**config.mk**
```make
export PLATFORM = sky130hd
export DESIGN_NAME = interval_map_table
export DESIGN_NICKNAME = d
export VERILOG_FILES = /design/src/rtl/imt_pkg.sv /design/src/rtl/interval_map_table.sv /design/src/rtl/imt_datapath.sv /design/src/rtl/imt_ctrl.sv
export SDC_FILE = /design/constraint.sdc
export NUM_CORES = 2
export LEC_CHECK = 0
export ABC_AREA = 1
export BUFFER_PORTS_ARGS = -buffer_cell sky130_fd_sc_hd__buf_2
export CORE_UTILIZATION = 30
export CTS_BUF_LIST = sky130_fd_sc_hd__clkbuf_8
export CTS_CLUSTER_SIZE = 40
export DETAILED_ROUTE_END_ITERATION = 8
export PLACE_DENSITY = 0.54
export SLEW_MARGIN = 20
export SYNTH_ARGS = -nofsm -noshare
export SYNTH_HDL_FRONTEND = slang
export SYNTH_HIERARCHICAL = 1
export SYNTH_SLANG_ARGS = --single-unit
```
**constraint.sdc**
```tcl
create_clock -name clk -period 17.17 [get_ports clk]
set_input_delay 3.434 -clock clk [delete_from_list [all_inputs] [get_ports clk]]
set_output_delay 3.434 -clock clk [all_outputs]
set_load 0.1 [all_outputs]
```
**src/rtl/imt_pkg.sv**
```systemverilog
`default_nettype none
// ----------------------------------------------------------------------------
// imt_pkg
// Shared constants and types for the interval map table.
// ----------------------------------------------------------------------------
package imt_pkg;

  localparam int MaxEntries = 64;
  localparam int KeyBits    = 16;
  localparam int ValueBits  = 8;
  localparam int IdxBits    = $clog2(MaxEntries);
  localparam int CntBits    = $clog2(MaxEntries + 1);
  localparam int WrkDepth   = MaxEntries + 2;
  localparam int WrkBits    = $clog2(WrkDepth + 1);

  localparam logic ActAssign = 1'b0;
  localparam logic ActLookup = 1'b1;

  typedef logic [KeyBits-1:0]   key_t;
  typedef logic [ValueBits-1:0] val_t;
  typedef logic [CntBits-1:0]   cnt_t;
  typedef logic [WrkBits-1:0]   wcnt_t;

  // Datapath operation codes issued by the controller.
  typedef enum logic [2:0] {
    OP_IDLE,
    OP_LOAD,     // latch item, clear counters
    OP_SCAN,     // read table entry at rd index
    OP_COPY,     // move one read entry into work store
    OP_PUSH,     // push an explicit (key, value) into work store
    OP_CANON,    // canonicalize one work entry
    OP_WBACK     // copy one work entry back into table
  } op_t;

  typedef struct packed {
    op_t  op;
    logic push_end;   // for OP_PUSH: push (end, end_value) instead of (begin, v)
    logic rd_next;    // advance table read index
    logic rd_clear;   // rewind table read index to the first entry
    logic commit;     // write back final count
    logic respond;    // emit result
    logic full;       // flag refusal in result
  } cmd_t;

  typedef struct packed {
    logic rd_valid;   // rd index < count
    logic rd_lt_b;    // entry key < begin
    logic rd_le_key;  // entry key <= lookup key
    logic rd_lt_e;    // entry key < end
    logic rd_eq_e;    // entry key == end
    logic empty;      // begin >= end
    logic lookup;     // item is a lookup
    logic wk_done;    // canon index reached work count
    logic wb_done;    // writeback index reached canon count
    logic over;       // canon count > MaxEntries
  } sts_t;

endpackage
`default_nettype wire

```
**src/rtl/interval_map_table.sv**
```systemverilog
`default_nettype none
// ----------------------------------------------------------------------------
// interval_map_table
// Sorted breakpoint table with range assign and point lookup.
//
//  channel  | ports                                          | handshake
//  input    | in_action, in_range_*, in_assign_value, in_lookup_key | start/busy
//  result   | out_lookup_value, out_table_full, out_entry_count | out_valid
//  config   | cfg_we, cfg_wdata (initial value)              | write enable
//
// A lookup walks the breakpoints at or below the key, from accept to result
// beat; an empty assign stops after the first check. A non-empty assign walks
// the table twice (value at end, then copy and skip), then canonicalizes and
// writes back the work entries; the single read port of each memory sets the
// pace. A refused assign skips writeback.
// Reset is synchronous; the table is empty after reset, no clearing pass.
// Results are shown for one cycle on out_valid; the receiver cannot stall.
// ----------------------------------------------------------------------------
module interval_map_table (
  input  wire logic                clk,
  input  wire logic                rst_n,
  input  wire logic                start,
  output logic                     busy,
  input  wire logic                in_action,
  input  wire imt_pkg::key_t       in_range_begin,
  input  wire imt_pkg::key_t       in_range_end,
  input  wire imt_pkg::val_t       in_assign_value,
  input  wire imt_pkg::key_t       in_lookup_key,
  output logic                     out_valid,
  output imt_pkg::val_t            out_lookup_value,
  output logic                     out_table_full,
  output imt_pkg::cnt_t            out_entry_count,
  input  wire logic                cfg_we,
  input  wire imt_pkg::val_t       cfg_wdata
);

  imt_pkg::cmd_t cmd;
  imt_pkg::sts_t sts;
  imt_pkg::val_t init_r;

  always_ff @(posedge clk) begin
    if (!rst_n) init_r <= '0;
    else if (cfg_we) init_r <= cfg_wdata;
  end

  imt_ctrl u_ctrl (
    .clk(clk), .rst_n(rst_n), .start(start), .busy(busy), .sts(sts), .cmd(cmd)
  );

  imt_datapath u_dp (
    .clk(clk), .rst_n(rst_n), .cmd(cmd), .sts(sts),
    .in_action(in_action), .in_range_begin(in_range_begin),
    .in_range_end(in_range_end), .in_assign_value(in_assign_value),
    .in_lookup_key(in_lookup_key), .init_val(init_r),
    .out_lookup_value(out_lookup_value), .out_table_full(out_table_full),
    .out_entry_count(out_entry_count), .out_valid(out_valid)
  );

endmodule
`default_nettype wire

```
**src/rtl/imt_datapath.sv**
```systemverilog
`default_nettype none
// ----------------------------------------------------------------------------
// imt_datapath
// Breakpoint table, work store, counters and compares.
// ----------------------------------------------------------------------------
module imt_datapath (
  input  wire logic           clk,
  input  wire logic           rst_n,
  input  wire imt_pkg::cmd_t  cmd,
  output imt_pkg::sts_t       sts,
  input  wire logic           in_action,
  input  wire imt_pkg::key_t  in_range_begin,
  input  wire imt_pkg::key_t  in_range_end,
  input  wire imt_pkg::val_t  in_assign_value,
  input  wire imt_pkg::key_t  in_lookup_key,
  input  wire imt_pkg::val_t  init_val,
  output imt_pkg::val_t       out_lookup_value,
  output logic                out_table_full,
  output imt_pkg::cnt_t       out_entry_count,
  output logic                out_valid
);

  // table memory, one read port registered
  imt_pkg::key_t tkey_mem [imt_pkg::MaxEntries];
  imt_pkg::val_t tval_mem [imt_pkg::MaxEntries];
  // work memory
  imt_pkg::key_t wkey_mem [imt_pkg::WrkDepth];
  imt_pkg::val_t wval_mem [imt_pkg::WrkDepth];

  logic          act_r;
  imt_pkg::key_t b_r, e_r, k_r;
  imt_pkg::val_t v_r;
  imt_pkg::cnt_t count_r;
  imt_pkg::cnt_t rd_r;
  imt_pkg::key_t rkey_r;
  imt_pkg::val_t rval_r;
  imt_pkg::val_t lv_r, ev_r, prev_r;
  imt_pkg::wcnt_t wn_r, wj_r, wm_r, wb_r;
  imt_pkg::key_t wrd_key_r;
  imt_pkg::val_t wrd_val_r;
  logic          wq_ok_r;

  imt_pkg::val_t out_val_r;
  logic          out_full_r, out_valid_r;

  logic rd_valid;
  assign rd_valid = ({1'b0, rd_r} < {1'b0, count_r}) && (rd_r != '0 || count_r != '0);

  // Work memory read address: canon reads at wj, writeback reads at wb.
  imt_pkg::wcnt_t wraddr;
  assign wraddr = (cmd.op == imt_pkg::OP_WBACK) ? wb_r : wj_r;

  always_ff @(posedge clk) begin
    rkey_r <= tkey_mem[rd_r[imt_pkg::IdxBits-1:0]];
    rval_r <= tval_mem[rd_r[imt_pkg::IdxBits-1:0]];
    if (wraddr < imt_pkg::WrkBits'(imt_pkg::WrkDepth)) begin
      wrd_key_r <= wkey_mem[wraddr];
      wrd_val_r <= wval_mem[wraddr];
    end
  end

  always_ff @(posedge clk) begin
    if (!rst_n) begin
      count_r     <= '0;
      rd_r        <= '0;
      wn_r        <= '0;
      wj_r        <= '0;
      wm_r        <= '0;
      wb_r        <= '0;
      wq_ok_r     <= 1'b0;
      out_valid_r <= 1'b0;
      out_full_r  <= 1'b0;
      out_val_r   <= '0;
    end else begin
      out_valid_r <= cmd.respond;
      // a work read issued this cycle is consumed in the next one
      wq_ok_r     <= ((cmd.op == imt_pkg::OP_CANON) && (wj_r != wn_r)) ||
                     ((cmd.op == imt_pkg::OP_WBACK) && (wb_r != wm_r));
      if (cmd.op == imt_pkg::OP_LOAD || cmd.rd_clear) rd_r <= '0;
      else if (cmd.rd_next || (cmd.op == imt_pkg::OP_WBACK && wq_ok_r))
        rd_r <= rd_r + 1'b1;
      unique case (cmd.op)
        imt_pkg::OP_LOAD: begin
          act_r <= in_action;
          b_r   <= in_range_begin;
          e_r   <= in_range_end;
          v_r   <= in_assign_value;
          k_r   <= in_lookup_key;
          wn_r  <= '0;
          wj_r  <= '0;
          wm_r  <= '0;
          wb_r  <= '0;
          lv_r  <= init_val;
          ev_r  <= init_val;
          prev_r <= init_val;
        end
        imt_pkg::OP_SCAN: begin
          // track value at lookup key and at end
          if (rd_valid && rkey_r <= k_r) lv_r <= rval_r;
          if (rd_valid && rkey_r <= e_r) ev_r <= rval_r;
        end
        imt_pkg::OP_COPY: begin
          wkey_mem[wn_r[imt_pkg::IdxBits:0]] <= rkey_r;
          wval_mem[wn_r[imt_pkg::IdxBits:0]] <= rval_r;
          wn_r <= wn_r + 1'b1;
        end
        imt_pkg::OP_PUSH: begin
          wkey_mem[wn_r[imt_pkg::IdxBits:0]] <= cmd.push_end ? e_r : b_r;
          wval_mem[wn_r[imt_pkg::IdxBits:0]] <= cmd.push_end ? ev_r : v_r;
          wn_r <= wn_r + 1'b1;
        end
        imt_pkg::OP_CANON: begin
          // first cycle issues read; following cycles consume and issue next
          if (wq_ok_r) begin
            if (wrd_val_r != prev_r) begin
              prev_r <= wrd_val_r;
              wkey_mem[wm_r[imt_pkg::IdxBits:0]] <= wrd_key_r;
              wval_mem[wm_r[imt_pkg::IdxBits:0]] <= wrd_val_r;
              wm_r <= wm_r + 1'b1;
            end
          end
          if (wj_r != wn_r) wj_r <= wj_r + 1'b1;
        end
        imt_pkg::OP_WBACK: begin
          if (wq_ok_r) begin
            tkey_mem[rd_r[imt_pkg::IdxBits-1:0]] <= wrd_key_r;
            tval_mem[rd_r[imt_pkg::IdxBits-1:0]] <= wrd_val_r;
          end
          if (wb_r != wm_r) wb_r <= wb_r + 1'b1;
        end
        default: ;
      endcase
      if (cmd.commit) count_r <= imt_pkg::CntBits'(wm_r);
      if (cmd.respond) begin
        out_full_r <= cmd.full;
        out_val_r  <= (act_r == imt_pkg::ActLookup) ? lv_r : '0;
      end
    end
  end

  always_comb begin
    sts.rd_valid  = rd_valid;
    sts.rd_lt_b   = rkey_r < b_r;
    sts.rd_le_key = rkey_r <= k_r;
    sts.rd_lt_e   = rkey_r < e_r;
    sts.rd_eq_e   = rkey_r == e_r;
    sts.empty     = b_r >= e_r;
    sts.lookup    = act_r == imt_pkg::ActLookup;
    sts.wk_done   = (wj_r == wn_r) && !wq_ok_r;
    sts.wb_done   = (wb_r == wm_r) && !wq_ok_r;
    sts.over      = wm_r > imt_pkg::WrkBits'(imt_pkg::MaxEntries);
  end

  assign out_lookup_value = out_val_r;
  assign out_table_full   = out_full_r;
  assign out_entry_count  = count_r;
  assign out_valid        = out_valid_r;

  a_count_bound: assert property (@(posedge clk) disable iff (!rst_n)
    count_r <= imt_pkg::CntBits'(imt_pkg::MaxEntries))
    else $error("entry count exceeds capacity");
  a_canon_le: assert property (@(posedge clk) disable iff (!rst_n)
    wm_r <= wj_r)
    else $error("canonical count passed scan index");
  a_work_bound: assert property (@(posedge clk) disable iff (!rst_n)
    wn_r <= imt_pkg::WrkBits'(imt_pkg::WrkDepth))
    else $error("work store overflow");

endmodule
`default_nettype wire

```
**src/rtl/imt_ctrl.sv**
```systemverilog
`default_nettype none
// ----------------------------------------------------------------------------
// imt_ctrl
// Sequencer for lookup scan and the assign walk, canonicalize and writeback.
// ----------------------------------------------------------------------------
module imt_ctrl (
  input  wire logic          clk,
  input  wire logic          rst_n,
  input  wire logic          start,
  output logic               busy,
  input  wire imt_pkg::sts_t sts,
  output imt_pkg::cmd_t      cmd
);

  // Every table read lands in the datapath's registered read port;
  // the *_RD states wait for it.
  typedef enum logic [3:0] {
    S_IDLE, S_LKRD, S_LKCHK, S_EVRD, S_EVCHK, S_PRE_RD, S_PRE, S_SKIP_RD,
    S_SKIP, S_POST_RD, S_POST, S_CANON, S_WBACK, S_DONE, S_FULL
  } state_t;

  state_t state_r;
  logic   endp_r;
  logic   post_first_r;

  always_ff @(posedge clk) begin
    if (!rst_n) begin
      state_r      <= S_IDLE;
      endp_r       <= 1'b0;
      post_first_r <= 1'b0;
    end else begin
      // mark the first cycle of the copy-out walk
      post_first_r <= (state_r == S_SKIP) && !(sts.rd_valid && sts.rd_lt_e);
      unique case (state_r)
        S_IDLE:    if (start) state_r <= S_LKRD;
        S_LKRD:    state_r <= S_LKCHK;
        S_LKCHK: begin
          // lookup walk; an assign shares it to find the value at end
          if (sts.lookup) state_r <= sts.rd_valid && sts.rd_le_key ? S_LKRD : S_DONE;
          else if (sts.empty) state_r <= S_DONE;
          else state_r <= S_EVRD;
        end
        S_EVRD:    state_r <= S_EVCHK;
        S_EVCHK:   state_r <= (sts.rd_valid && (sts.rd_lt_e || sts.rd_eq_e)) ? S_EVRD
                                                                            : S_PRE_RD;
        S_PRE_RD:  state_r <= S_PRE;
        S_PRE:     state_r <= (sts.rd_valid && sts.rd_lt_b) ? S_PRE_RD : S_SKIP;
        S_SKIP_RD: state_r <= S_SKIP;
        S_SKIP: begin
          if (sts.rd_valid && sts.rd_lt_e) state_r <= S_SKIP_RD;
          else begin
            endp_r  <= sts.rd_valid && sts.rd_eq_e;
            state_r <= S_POST;
          end
        end
        S_POST_RD: state_r <= S_POST;
        S_POST:    state_r <= sts.rd_valid ? S_POST_RD : S_CANON;
        S_CANON:   if (sts.wk_done) state_r <= sts.over ? S_FULL : S_WBACK;
        S_WBACK:   if (sts.wb_done) state_r <= S_DONE;
        S_DONE:    state_r <= S_IDLE;
        S_FULL:    state_r <= S_IDLE;
        default:   state_r <= S_IDLE;
      endcase
    end
  end

  always_comb begin
    cmd = '0;
    cmd.op = imt_pkg::OP_IDLE;
    unique case (state_r)
      S_IDLE:  if (start) cmd.op = imt_pkg::OP_LOAD;
      S_LKCHK: begin
        cmd.op = imt_pkg::OP_SCAN;
        if (sts.lookup && sts.rd_valid && sts.rd_le_key) cmd.rd_next = 1'b1;
      end
      S_EVCHK: begin
        cmd.op = imt_pkg::OP_SCAN;
        // rewind for the copy walk once past the end key
        if (sts.rd_valid && (sts.rd_lt_e || sts.rd_eq_e)) cmd.rd_next = 1'b1;
        else cmd.rd_clear = 1'b1;
      end
      S_PRE: begin
        if (sts.rd_valid && sts.rd_lt_b) begin
          cmd.op = imt_pkg::OP_COPY;
          cmd.rd_next = 1'b1;
        end else cmd.op = imt_pkg::OP_PUSH;
      end
      S_SKIP: if (sts.rd_valid && sts.rd_lt_e) cmd.rd_next = 1'b1;
      S_POST: begin
        if (post_first_r && !endp_r) begin
          cmd.op = imt_pkg::OP_PUSH;
          cmd.push_end = 1'b1;
        end else if (sts.rd_valid) begin
          cmd.op = imt_pkg::OP_COPY;
          cmd.rd_next = 1'b1;
        end
      end
      S_CANON: begin
        // table index becomes the writeback address
        cmd.op = imt_pkg::OP_CANON;
        cmd.rd_clear = 1'b1;
      end
      S_WBACK: begin
        cmd.op = imt_pkg::OP_WBACK;
        if (sts.wb_done) cmd.commit = 1'b1;
      end
      S_DONE:  cmd.respond = 1'b1;
      S_FULL: begin
        cmd.respond = 1'b1;
        cmd.full    = 1'b1;
      end
      default: ;
    endcase
  end

  assign busy = state_r != S_IDLE;

  a_start_idle: assert property (@(posedge clk) disable iff (!rst_n)
    (state_r == S_IDLE && start) |=> busy)
    else $error("start not taken");
  a_resp_once: assert property (@(posedge clk) disable iff (!rst_n)
    cmd.respond |=> !cmd.respond)
    else $error("double result");
  a_full_assign: assert property (@(posedge clk) disable iff (!rst_n)
    cmd.full |-> !sts.lookup)
    else $error("lookup flagged full");

endmodule
`default_nettype wire
```
==> impl_metrics.py <==
metrics = {
    "timing": {
        "report.final.hold_viol_count": 0,
        "period_minus_slack_ps": 8120,
        "setup_violations": 0,
        "clock_skew_ps": 60.1,
        "worst_slack_ps": 9050,
        "slew_violations": 0,
        "worst_pin_slew_ps": 1240,
        "rsz0062_at_grt": "no",
        "finalSetupTns_ps": 0,
        "period_share": 0.473,
        "fmax_mhz": 123,
        "maxSlewHeadroom": 0.163,
    },
    "critical_path": {
        "crit_buf_inv": 6,
        "arrival_ps": 8930,
        "r2r_end": "u_dp/wrd_key_r[11]",
        "crit_chain": "buf_2 -> inv_1 -> o211ai_1 -> inv_2 -> nand3_4 -> nand2_8 -> nand2_8 -> buf_4 -> buf_12 -> buf_4 -> nand2_1 -> nand3_1 -> nand3_1 -> nand3_1 -> nand3_1 -> nand2_1 -> nor2_1 -> nand2_1 -> nand2_1",
        "max_stage_delay_ps": 840,
        "cp-start-kind": "input port",
        "required_ps": 17970,
        "r2r_start": "u_dp/rd_r[4]",
        "crit_path_top_delay_cell": "buf_4",
        "critical_path_class": "input port to flop",
        "critPathCaptureType": "flop",
        "startpoint": "start",
        "r2r_slack_ps": 9310,
        "rr_worst_depth": 27,
        "cp_top_family": "buffers and inverters",
        "worstPathMaxFanout": 176,
    },
    "layout": {
        "multi_input_area_sq_um": 31600,
        "area_delta_synth_final_pct": 13.2,
        "final-seq-area_sq_um": 98700,
        "mostFrequentLayoutCell": "edfxtp_1",
        "drive_gt1_frac": 0.102,
        "fill_cells": 44600,
        "layout_common_cells": "edfxtp_1 (3,225), nand2_1 (2,613), nand3_1 (1,477)",
        "nNetsFinal": 11600,
    },
    "yosys": {
        "synth_top_area_frac": 0.712,
        "yosysUniqueCellTypes": 51,
        "yosysTopAreaCell": "edfxtp_1",
        "synthCells": 11200,
        "synth-async-reset-ratio": 0,
        "synth_area_leaders": "edfxtp_1 (71%), nand2_1 (7.2%), nand3_1 (5.4%), inv_1 (2.9%), nand3b_1 (2.8%)",
        "synth_ff_type": "edfxtp_1",
        "yosysSeqAreaShare": 0.726,
        "synth_warnings": 6,
        "syn_area_per_cell_sq_um": 12.2,
        "synth_fp_nets": 11300,
        "synth_edf_count": 3225,
        "synth_seq_cells": 3316,
        "synthesis.area_sq_um": 136000,
    },
    "worst_hold_path": {
        "min_to": "init_r[1]",
        "hold_path.class": "flop to flop",
        "whs_path_depth": 2,
        "worstHoldStart": "init_r[1]",
    },
    "clocking": {
        "numCtsBuffers": 535,
        "cts.path.max_buffers": 4,
        "insertion_delay_ps": 1050,
        "cts_tree": "yes",
        "path_clk_slew_ps": 70,
        "hold_buffers": 0,
        "clock_sinks": 3316,
        "cts.repair.resized": 0,
        "cts-root-buf": "clkbuf_8",
        "htreeDepth": 6,
        "post-cts-setup-buffers": 0,
    },
    "floorplanning": {
        "pin_count": 87,
        "core_sq_um": 450000,
        "rows": 246,
        "start_util": 0.302,
        "die-height_um": 675,
        "die_x_um": 675,
        "dieArea_sq_um": 456000,
    },
    "detailed_routing": {
        "first_iter_violations": 9555,
        "ant_nets": 0,
        "wire_per_inst_um": 24.2,
        "drcViolationCount": 0,
        "drt-total-wl_um": 430000,
        "vias": 89300,
        "vias_per_cell": 5.02,
        "first_pass_iters": 6,
    },
    "global_route": {
        "grt_pass1_wl_um": 613000,
        "use_met3": 0.0293,
        "antenna_found_initial": 19,
        "track_usage": 0.183,
        "use_met1": 0.252,
        "grt_start_max_net_pins": 193,
        "grt_pass1_vias": 85100,
        "grt.met2_usage": 0.293,
        "grt-ovfl-total": 0,
        "busiest_layer": "met2",
    },
    "place": {
        "post-place-ws_ps": 8120,
        "portBuffers": 86,
        "hpwl_um": 230000,
        "place_congestion": 0.857,
    },
    "power": {
        "p_per_area_nw_per_um2": 101,
        "p_leak_nw": 55.9,
        "worst_ir_drop_vdd_mv": 0.0621,
        "finalPower_mw": 15.6,
    },
    "run": {
        "max_cap_viol_count": 0,
    },
    "outcome": {
        "status": "finished, final reports clean",
    },
}
## layer usage
layer  share of wire  wire, um
met5               0         0
met3           0.081     34800
met4           0.033     14000
met1            0.42    182000
met2            0.46    199000
## state kept, by name, summed over array words and instances (netlist names), 4 cells and up
name and count:
u_dp/prev_r 8, u_dp/wm_r 7, u_dp/lv_r 8, u_dp/ev_r 8, init_r 8, u_dp/wn_r 7
u_dp/rval_r 8, u_dp/wj_r 7, u_dp/v_r 8, u_dp/wb_r 7, u_dp/wrd_key_r 16, u_dp/rd_r 7
u_dp/rkey_r 16, u_dp/tkey_mem 1024, u_ctrl/state_r 4, u_dp/wrd_val_r 8, u_dp/wval_mem 528, u_dp/out_entry_count 7
u_dp/wkey_mem 1056, u_dp/k_r 16, u_dp/out_lookup_value 8, u_dp/e_r 16, u_dp/tval_mem 512, u_dp/b_r 16
## worst max-delay path by stage
| stage | slack [ps] | to | cells past startpoint |
|---|---|---|---|
| 2_1_floorplan | 9840 | u_dp/wkey_mem[0][12] | 11 |
| 3_3_place_gp | 8200 | u_dp/wrd_key_r[11] | 19 |
| 3_5_place_dp | 8120 | u_dp/wrd_key_r[11] | 19 |
| 4_1_cts | 9250 | u_dp/wrd_key_r[11] | 19 |
| 5_1_grt | 8760 | u_dp/wrd_key_r[11] | 19 |
| 6_report | 9050 | u_dp/wrd_key_r[11] | 19 |
## through the flow
| stage | cell area, sq um | std cells | util | hold WS (ps) |
|---|---|---|---|---|
| global placement | 144000 | 16900 | 0.321 | 456 |
| global route | 154000 | 17800 | 0.342 | 491 |
| floorplan | 136000 | 11200 | - | 436 |
| finish | 154000 | 17800 | 0.342 | 473 |
| CTS | 154000 | 17800 | 0.342 | 471 |
| detailed placement | 145000 | 16900 | 0.321 | 462 |
## cell type report
cell class / count / share of cell area
flip-flops and latches: 3316 / 0.641
repair buffers: 369 / 0.0178
inverters: 1060 / 0.0263
diodes: 10 / 0.000163
clock buffers: 555 / 0.0496
well taps: 5952 / 0.0484
clock inverters: 362 / 0.0110
multi-input cells: 6185 / 0.205
## worst reg2reg max path, stage by stage (launching register included)
cell	delay (ps)
dfxtp_1	390
nor2_1	130
inv_1	90
nor2_2	80
buf_4	350
clkinv_1	520
nor3_1	320
nor3_1	90
buf_4	190
nand2_1	110
nand3b_1	130
and2_1	150
nand2_1	150
nand3_4	310
nand2_8	370
nand2_8	660
buf_4	770
buf_12	610
buf_4	1120
nand2_1	190
nand3_1	100
nand3_1	90
nand3_1	280
nand3_1	130
nand2_1	80
nor2_1	80
nand2_1	90
nand2_1	50
## report_power, final
part,leakage (nW),internal [mW],switching [mW],total (mW)
combinational,20.7,0.0956,0.330,0.425
sequential,29.8,8.90,0.0427,8.94
clock,5.39,3.08,3.16,6.24
total,55.9,12.1,3.53,15.6
## kinds of logic (layout without fill, tap and decap cells)
family,count (synthesis),count (layout),share of synthesized area
compound gates,777,777,0.0390
fa+ha+maj,76,76,0.00699
other cells,0,10,0
buf+inv,1681,2346,0.0481
flops,3316,3316,0.726
simple gates,5300,5300,0.178
mux,9,9,0.000745
xor+xnor,23,23,0.00148
## cell usage after synthesis (9+ instances only)
library cell	number
dfxtp_1	91
and3_1	9
a31oi_1	25
o211ai_1	14
mux2_2	9
nor3_1	31
inv_2	12
clkbuf_1	357
nand2_1	2614
a22oi_1	210
a22o_1	34
o2111ai_1	10
a221oi_1	149
buf_2	147
a21oi_1	135
nand3b_1	501
buf_1	109
o21ai_0	169
nand4_1	171
nor2_1	466
edfxtp_1	3225
inv_1	1044
a211oi_1	9
xor2_1	15
ha_1	76
nand3_1	1479
Note: power is estimated with default switching activity, not from simulation.
